### src/hw/rtl/etf_pkg.sv
`default_nettype none
package etf_pkg;

	localparam int C_W          = 31;
	localparam int CNT_W        = 16;
	localparam int ESC_W        = 17;
	localparam int FRAC_BITS_DEF = 28;
	localparam logic [CNT_W-1:0] MAX_ITER_RST = 16'd100;

	// Three squares or cross products, four limb pairs each.
	localparam int STEP_W    = 4;
	localparam int STEPS     = 12;
	localparam logic [1:0] KIND_RR = 2'd0;
	localparam logic [1:0] KIND_II = 2'd1;
	localparam logic [1:0] KIND_RI = 2'd2;

	typedef struct packed {
		logic              clear;
		logic              go;
		logic [STEP_W-1:0] step;
	} mac_ctl_t;

	// z stays below 8 in magnitude while the input c stays below 4 in magnitude.
	function automatic int z_width(input int frac);
		return ((frac > 27) ? frac : 28) + 5;
	endfunction

endpackage
`default_nettype wire

### src/hw/rtl/etf_if.sv
`default_nettype none
interface etf_pt_if;
	logic                          valid;
	logic                          ready;
	logic signed [etf_pkg::C_W-1:0] c_real;
	logic signed [etf_pkg::C_W-1:0] c_imag;

	modport source (output valid, output c_real, output c_imag, input ready);
	modport sink (input valid, input c_real, input c_imag, output ready);
endinterface

interface etf_res_if;
	logic                       valid;
	logic                       ready;
	logic [etf_pkg::ESC_W-1:0]  escape_count;
	logic                       inside_set;

	modport source (output valid, output escape_count, output inside_set, input ready);
	modport sink (input valid, input escape_count, input inside_set, output ready);
endinterface
`default_nettype wire

### src/hw/rtl/etf_mac.sv
`default_nettype none
module etf_mac #(
	parameter int FRAC_BITS = etf_pkg::FRAC_BITS_DEF,
	localparam int ZW = etf_pkg::z_width(FRAC_BITS),
	localparam int AW = 2 * ZW + 3,
	localparam int SW = 2 * ZW + 2
) (
	input  wire                  clk,
	input  wire                  arst_n,
	input  etf_pkg::mac_ctl_t    ctl,
	input  wire signed [ZW-1:0]  z_re,
	input  wire signed [ZW-1:0]  z_im,
	output logic signed [AW-1:0] acc_re,
	output logic signed [AW-1:0] acc_im,
	output logic [SW-1:0]        acc_sq
);

	localparam int H = (ZW + 1) / 2;

	logic [ZW-1:0]    mag_re, mag_im;
	logic [2*H-1:0]   ma, mi, opa, opb;
	logic [H-1:0]     la, lb;
	logic [1:0]       kind;
	logic [2*H-1:0]   prod_s1;
	logic [1:0]       kind_s1;
	logic [1:0]       pos_s1;
	logic             valid_s1;
	logic [AW-1:0]    term;
	logic [AW-1:0]    term2;
	logic             neg;
	logic signed [AW-1:0] acc_re_q, acc_im_q;
	logic [SW-1:0]    acc_sq_q;

	assign mag_re = z_re[ZW-1] ? (~z_re + 1'b1) : z_re;
	assign mag_im = z_im[ZW-1] ? (~z_im + 1'b1) : z_im;
	assign ma = (2*H)'(mag_re);
	assign mi = (2*H)'(mag_im);
	assign kind = ctl.step[3:2];
	assign neg = z_re[ZW-1] ^ z_im[ZW-1];

	always_comb begin
		case (kind)
			etf_pkg::KIND_RR: begin
				opa = ma;
				opb = ma;
			end
			etf_pkg::KIND_II: begin
				opa = mi;
				opb = mi;
			end
			default: begin
				opa = ma;
				opb = mi;
			end
		endcase
		la = ctl.step[1] ? opa[2*H-1:H] : opa[H-1:0];
		lb = ctl.step[0] ? opb[2*H-1:H] : opb[H-1:0];
	end

	always_ff @(posedge clk or negedge arst_n) begin
		if (!arst_n) begin
			valid_s1 <= 1'b0;
		end else begin
			valid_s1 <= ctl.go;
		end
	end

	always_ff @(posedge clk) begin
		prod_s1 <= la * lb;
		kind_s1 <= kind;
		pos_s1  <= 2'(ctl.step[1]) + 2'(ctl.step[0]);
	end

	always_comb begin
		case (pos_s1)
			2'd0:    term = AW'(prod_s1);
			2'd1:    term = AW'(prod_s1) << H;
			default: term = AW'(prod_s1) << (2 * H);
		endcase
		term2 = term << 1;
	end

	always_ff @(posedge clk) begin
		if (ctl.clear) begin
			acc_re_q <= '0;
			acc_im_q <= '0;
			acc_sq_q <= '0;
		end else if (valid_s1) begin
			case (kind_s1)
				etf_pkg::KIND_RR: begin
					acc_re_q <= acc_re_q + term;
					acc_sq_q <= acc_sq_q + SW'(term);
				end
				etf_pkg::KIND_II: begin
					acc_re_q <= acc_re_q - term;
					acc_sq_q <= acc_sq_q + SW'(term);
				end
				etf_pkg::KIND_RI: begin
					acc_im_q <= neg ? (acc_im_q - term2) : (acc_im_q + term2);
				end
				default: begin
				end
			endcase
		end
	end

	assign acc_re = acc_re_q;
	assign acc_im = acc_im_q;
	assign acc_sq = acc_sq_q;

endmodule
`default_nettype wire

### src/hw/rtl/escape_time_fractal_iterator.sv
`default_nettype none
// Mandelbrot escape-time iterator. Each point beat carries c in signed fixed point with
// FRAC_BITS fraction bits; one result beat returns the escape index, or max_iterations + 1
// with inside_set high when the point never escaped. All squares and cross products run on
// one limb multiplier of about half the z width, so each escape test plus z update runs 12
// partial products, one drain state and one decision state. A point needs t escape tests
// (escape_count + 1 when it escapes, max_iterations + 1 when it never does). The block takes
// the next point once its result is registered, while that result may still wait on the
// output; a finished point holds in the decision state until an earlier result is taken.
module escape_time_fractal_iterator #(
	parameter int FRAC_BITS = etf_pkg::FRAC_BITS_DEF
) (
	input  wire                       clk,
	input  wire                       arst_n,
	input  wire                       cfg_we,
	input  wire [etf_pkg::CNT_W-1:0]  cfg_wdata,
	etf_pt_if.sink                    pt,
	etf_res_if.source                 res
);

	localparam int ZW = etf_pkg::z_width(FRAC_BITS);
	localparam int AW = 2 * ZW + 3;
	localparam int SW = 2 * ZW + 2;
	localparam logic [SW-1:0] ESC_LIM = SW'(1) << (2 * FRAC_BITS + 2);

	typedef enum logic [1:0] {
		S_IDLE,
		S_MUL,
		S_FLUSH,
		S_EVAL
	} state_t;

	state_t                          state_q;
	logic [etf_pkg::CNT_W-1:0]       max_iter_q;
	logic [etf_pkg::CNT_W-1:0]       iter_q;
	logic [etf_pkg::STEP_W-1:0]      step_q;
	logic signed [etf_pkg::C_W-1:0]  cr_q, ci_q;
	logic signed [ZW-1:0]            z_re_q, z_im_q;
	logic                            res_valid_q;
	logic [etf_pkg::ESC_W-1:0]       count_q;
	logic                            inside_q;

	etf_pkg::mac_ctl_t               ctl;
	logic signed [AW-1:0]            acc_re, acc_im;
	logic [SW-1:0]                   acc_sq;
	logic                            accept, esc, finish, emit, cont;

	assign accept = (state_q == S_IDLE) && pt.valid;
	assign esc    = acc_sq > ESC_LIM;
	assign finish = esc || (iter_q == max_iter_q);
	assign emit   = (state_q == S_EVAL) && finish && (!res_valid_q || res.ready);
	assign cont   = (state_q == S_EVAL) && !finish;

	always_comb begin
		ctl.clear = accept || cont;
		ctl.go    = (state_q == S_MUL);
		ctl.step  = step_q;
	end

	etf_mac #(
		.FRAC_BITS(FRAC_BITS)
	) u_mac (
		.clk    (clk),
		.arst_n (arst_n),
		.ctl    (ctl),
		.z_re   (z_re_q),
		.z_im   (z_im_q),
		.acc_re (acc_re),
		.acc_im (acc_im),
		.acc_sq (acc_sq)
	);

	always_ff @(posedge clk or negedge arst_n) begin
		if (!arst_n) begin
			state_q     <= S_IDLE;
			max_iter_q  <= etf_pkg::MAX_ITER_RST;
			step_q      <= '0;
			res_valid_q <= 1'b0;
		end else begin
			if (cfg_we) begin
				max_iter_q <= cfg_wdata;
			end
			if (emit) begin
				res_valid_q <= 1'b1;
			end else if (res.ready) begin
				res_valid_q <= 1'b0;
			end
			case (state_q)
				S_IDLE: begin
					step_q <= '0;
					if (pt.valid) begin
						state_q <= S_MUL;
					end
				end
				S_MUL: begin
					if (step_q == etf_pkg::STEP_W'(etf_pkg::STEPS - 1)) begin
						state_q <= S_FLUSH;
					end else begin
						step_q <= step_q + 1'b1;
					end
				end
				S_FLUSH: begin
					state_q <= S_EVAL;
				end
				S_EVAL: begin
					if (emit) begin
						state_q <= S_IDLE;
					end else if (cont) begin
						step_q  <= '0;
						state_q <= S_MUL;
					end
				end
				default: begin
					state_q <= S_IDLE;
				end
			endcase
		end
	end

	always_ff @(posedge clk) begin
		if (accept) begin
			cr_q   <= pt.c_real;
			ci_q   <= pt.c_imag;
			z_re_q <= '0;
			z_im_q <= '0;
			iter_q <= '0;
		end else if (cont) begin
			z_re_q <= ZW'(acc_re >>> FRAC_BITS) + ZW'(cr_q);
			z_im_q <= ZW'(acc_im >>> FRAC_BITS) + ZW'(ci_q);
			iter_q <= iter_q + 1'b1;
		end
		if (emit) begin
			count_q  <= esc ? etf_pkg::ESC_W'(iter_q) : (etf_pkg::ESC_W'(iter_q) + 1'b1);
			inside_q <= !esc;
		end
	end

	assign pt.ready         = (state_q == S_IDLE);
	assign res.valid        = res_valid_q;
	assign res.escape_count = count_q;
	assign res.inside_set   = inside_q;

endmodule
`default_nettype wire
### src/flat_wrapper.sv
// flat-port wrapper written by rule: the top's interface ports become plain ports
module escape_time_fractal_iterator_flat 
#(
	parameter int FRAC_BITS = etf_pkg::FRAC_BITS_DEF
)
  (clk, arst_n, cfg_we, cfg_wdata, pt_valid, pt_c_real, pt_c_imag, pt_ready, res_valid, res_escape_count, res_inside_set, res_ready);
  etf_pt_if pt_i ();
  etf_res_if res_i ();
  input  wire clk;
  input  wire arst_n;
  input  wire cfg_we;
  input  wire [etf_pkg::CNT_W-1:0] cfg_wdata;
  input wire logic [$bits(pt_i.valid)-1:0] pt_valid;
  input wire logic [$bits(pt_i.c_real)-1:0] pt_c_real;
  input wire logic [$bits(pt_i.c_imag)-1:0] pt_c_imag;
  output wire logic [$bits(pt_i.ready)-1:0] pt_ready;
  output wire logic [$bits(res_i.valid)-1:0] res_valid;
  output wire logic [$bits(res_i.escape_count)-1:0] res_escape_count;
  output wire logic [$bits(res_i.inside_set)-1:0] res_inside_set;
  input wire logic [$bits(res_i.ready)-1:0] res_ready;
  assign pt_i.valid = pt_valid;
  assign pt_i.c_real = pt_c_real;
  assign pt_i.c_imag = pt_c_imag;
  assign pt_ready = pt_i.ready;
  assign res_valid = res_i.valid;
  assign res_escape_count = res_i.escape_count;
  assign res_inside_set = res_i.inside_set;
  assign res_i.ready = res_ready;
  escape_time_fractal_iterator #(.FRAC_BITS(FRAC_BITS)) u_core (.clk(clk), .arst_n(arst_n), .cfg_we(cfg_we), .cfg_wdata(cfg_wdata), .pt(pt_i), .res(res_i));
endmodule
### config.mk
export PLATFORM = sky130hd
export DESIGN_NAME = escape_time_fractal_iterator_flat
export DESIGN_NICKNAME = d
export VERILOG_FILES = /design/src/hw/rtl/etf_pkg.sv /design/src/hw/rtl/etf_if.sv /design/src/hw/rtl/etf_mac.sv /design/src/hw/rtl/escape_time_fractal_iterator.sv /design/src/flat_wrapper.sv
export SDC_FILE = /design/constraint.sdc
export NUM_CORES = 2
export LEC_CHECK = 0
export ABC_AREA = 1
export BUFFER_PORTS_ARGS = -buffer_cell sky130_fd_sc_hd__buf_2
export CELL_PAD_IN_SITES_DETAIL_PLACEMENT = 0
export CELL_PAD_IN_SITES_GLOBAL_PLACEMENT = 1
export CORE_MARGIN = 4
export CORE_UTILIZATION = 40
export DETAILED_ROUTE_END_ITERATION = 8
export PLACE_DENSITY_LB_ADDON = 0.1
export SLEW_MARGIN = 0
export SYNTH_ARGS = -nofsm -noshare
export SYNTH_HDL_FRONTEND = slang
export SYNTH_SLANG_ARGS = --single-unit
### constraint.sdc
create_clock -name clk -period 9.16 [get_ports clk]
set_clock_uncertainty 0.05 [all_clocks]
set_input_delay 1.832 -clock clk [delete_from_list [all_inputs] [get_ports clk]]
set_output_delay 1.832 -clock clk [all_outputs]
set_load 0.01 [all_outputs]
==> impl_metrics.toml <==
[outcome]
status = "finished clean"

[power]
vdd_drop_max_mv = 0.383
power.share.switching_pct = 59.1
p_switching_mw = 12.2
p_comb_share_pct = 72.8
clkPwrFrac_pct = 12.3
seqPwrFrac_pct = 14.9
power_leakage_nw = 24.6
total_power_mw = 20.7
power-per-cell-area_nw_per_um2 = 403
cell_internal_pwr_mw = 8.49

[timing]
hold_violations = 0
rsz0062_at_grt = "false"
slew_headroom_pct = 9.55
totalNegativeSetupSlack_ps = 0
finalCritPeriodShare_pct = 89.1
worstMarginPinSlew_ps = 1340
timing.fmax_mhz = 122
setup_viol = 0
fin_crit_ps = 8160
drv_slew = 0

[die]
num_rows = 125
die_x_um = 352
die-area_um2 = 124000
coreArea_um2 = 117000
io-pin-count = 103
initial_utilization_pct = 40.5
fp.dieH_um = 352

[global_route]
grtUsageTotal_pct = 30.4
grt_pass1_vias = 45387
grt_pass1_wl_um = 288000
grt_max_degree = 98
antenna_found_initial = 3
overflow = 0

[yosys]
yosysTopAreaCell = "dfxtp_1"
synth_top_area_share_pct = 13.1
ys_top_cells_by_count = "nand2_1 (1591), inv_1 (1109), nor2_1 (1000), a21oi_1 (551), o21ai_0 (541)"
syn_area_um2 = 47300
yosysMostFrequentCell = "nand2_1"
ys_warn_count = 0
avgSynthCellArea_um2 = 6.49
synth_fp_nets = 7967
synthArstFlopShare_pct = 5.81
syn_inst = 7288
ys_top_cells_by_area = "dfxtp_1 (13%), nand2_1 (13%), ha_1 (9.7%), fa_1 (9.7%), inv_1 (8.8%)"
synth_edf_count = 80
ys.flop_type = "dfxtp_1"
synth-seq-cells = 413
synth_cell_types = 63
ys_seq_area_share_pct = 19.4

[routing]
drc_errors = 0
first_pass_iters = 6
route.vias.total = 48517
viasPerCell = 5.46
ant_nets = 0
wl_per_cell_um = 22.0
wl_um = 195000
drtIter0Drc = 4165

[clock_tree]
clock_latency_ps = 690
cts_root_buf = "clkbuf_16"
post_cts_buffers = 0
cts_buffers = 56
clkTransAtPathRegs_ps = 60
cts_resized = 0
cts_buffer_depth = 3
ctsHoldBuffers = 0
cts_tree = "done"
cts.sinks = 413
h-tree-depth = 2

[min_path]
hold_class = "flop to flop"

[finish]
nets = 7992
regArea_um2 = 9190
syn2layout_area_growth_pct = 8.62
num-fill-cells = 12646
antennaDiodeCount = 0
drive_gt1_share_pct = 5.95
multi_input_area_um2 = 33100

[worst_setup_path]
cpMostUsedCell = "inv_1"
endpoint_kind = "flop"
slowest_delay_ps = 550
critPathBufInv = 11
crit_arrival_ps = 8630
cp_top_family = "adder cells"
cp_max_fo = 10
cpMaxStageDelayCell = "fa_1"
reg2reg_slack_ps = 1000
crit_required_ps = 9620
path_class = "flop to flop"
critPathLaunchType = "flop"

[job]
drv.max_cap_violation_count = 0

[place]
io_buffers = 102
gp_congestion = 0.980
dpl.hpwl_um = 162000
## final timing paths
| kind | from | end | depth (start not counted) |
|---|---|---|---|
| max | u_core.z_re_q[0] | u_core.u_mac.prod_s1[27] | 37 |
| min | u_core.u_mac.acc_im[18] | u_core.u_mac.acc_im[18] | 2 |
| max reg2reg | u_core.z_re_q[0] | u_core.u_mac.prod_s1[27] | 37 |
| min reg2reg | u_core.u_mac.acc_im[18] | u_core.u_mac.acc_im[18] | 2 |
| max in group asynchronous | arst_n | u_core.step_q[0] | 1 |
| min in group asynchronous | arst_n | u_core.max_iter_q[3] | 1 |
## cells in the final DEF (no fill, tap or decap), types with 38 or more instances in the layout
cell / count
a21o_1: 54
a21oi_1: 551
buf_2: 102
clkbuf_16: 57
dfxtp_1: 309
edfxtp_1: 80
fa_1: 229
ha_1: 367
inv_1: 1108
inv_2: 38
nand2_1: 1590
nand2_2: 42
nand3_1: 349
nand4_1: 65
nor2_1: 997
nor3_1: 76
o211ai_1: 40
o21ai_0: 541
o21ai_1: 41
xnor2_1: 68
xor2_1: 202
## state kept, by name (all words and copies together), names as in the netlist
name	cells
u_core.u_mac.valid_s1	1
u_core.ci_q	31
u_core.step_q	4
u_core.u_mac.kind_s1	2
u_core.z_im_q	33
u_core.u_mac.acc_im	60
u_core.state_q	2
u_core.res.escape_count	17
u_core.max_iter_q	16
u_core.z_re_q	33
u_core.u_mac.prod_s1	34
u_core.u_mac.acc_sq	68
u_core.res.inside_set	1
u_core.cr_q	31
u_core.iter_q	16
u_core.u_mac.pos_s1	2
u_core.res.valid	1
u_core.u_mac.acc_re	61
## area by class of cell
cell class              instances  area share, %
clock buffers                  63           2.84
clock inverters                42           1.26
inverters                    1153           8.43
multi-input cells            5550           64.3
flip-flops and latches        413           17.9
well taps                    1524           3.71
repair buffers                139           1.56
## routing by layer
metal / global-route usage, % / wire length [um] / vias up
met5: 0 / 0 / -
met4: 7.81 / 5590 / 0
met3: 4.88 / 13800 / 245
met2: 47.3 / 84400 / 1595
met1: 43.8 / 91500 / 23109
li1: - / - / 23568
## cell families after synthesis
family,Yosys count,synth area share (%)
mux,10,0.238
compound gates,1422,16.5
fa+ha+maj,596,19.4
simple gates,3251,28.6
buf+inv,1325,10.8
xor+xnor,271,5.01
flops,413,19.4
## power groups by stage
stage / clock, mW / sequential (mW) / combinational, mW
final: 2.54 / 3.09 / 15.1
after global routing: 2.66 / 3.12 / 16.7
after CTS: 2.59 / 3.08 / 14.9
after detailed placement: 0 / 3.11 / 14.8
after global placement: 0 / 3.11 / 14.7
after floorplan: 0 / 2.79 / 10.1
## through the flow
step                std cells  area (um^2)  util, %  worst slack (ps)  hold WS [ps]
global placement         8779        49300     42.2              1220           405
detailed placement       8779        49300     42.2              1140           411
floorplan                7288        47300        -              2310           389
CTS                      8884        51400     44.0              1070           421
finish                   8884        51400     44.0               995           418
global route             8884        51400     44.0               373           436
## worst min-delay path: cells and delay by family (launching register included)
kind | cells | cell delay [ps]
flip-flops | 1 | 310
AND/OR/NAND/NOR | 1 | 60
AO/OA/AOI/OAI | 1 | 50
Note: power is estimated with default switching activity, not from simulation.
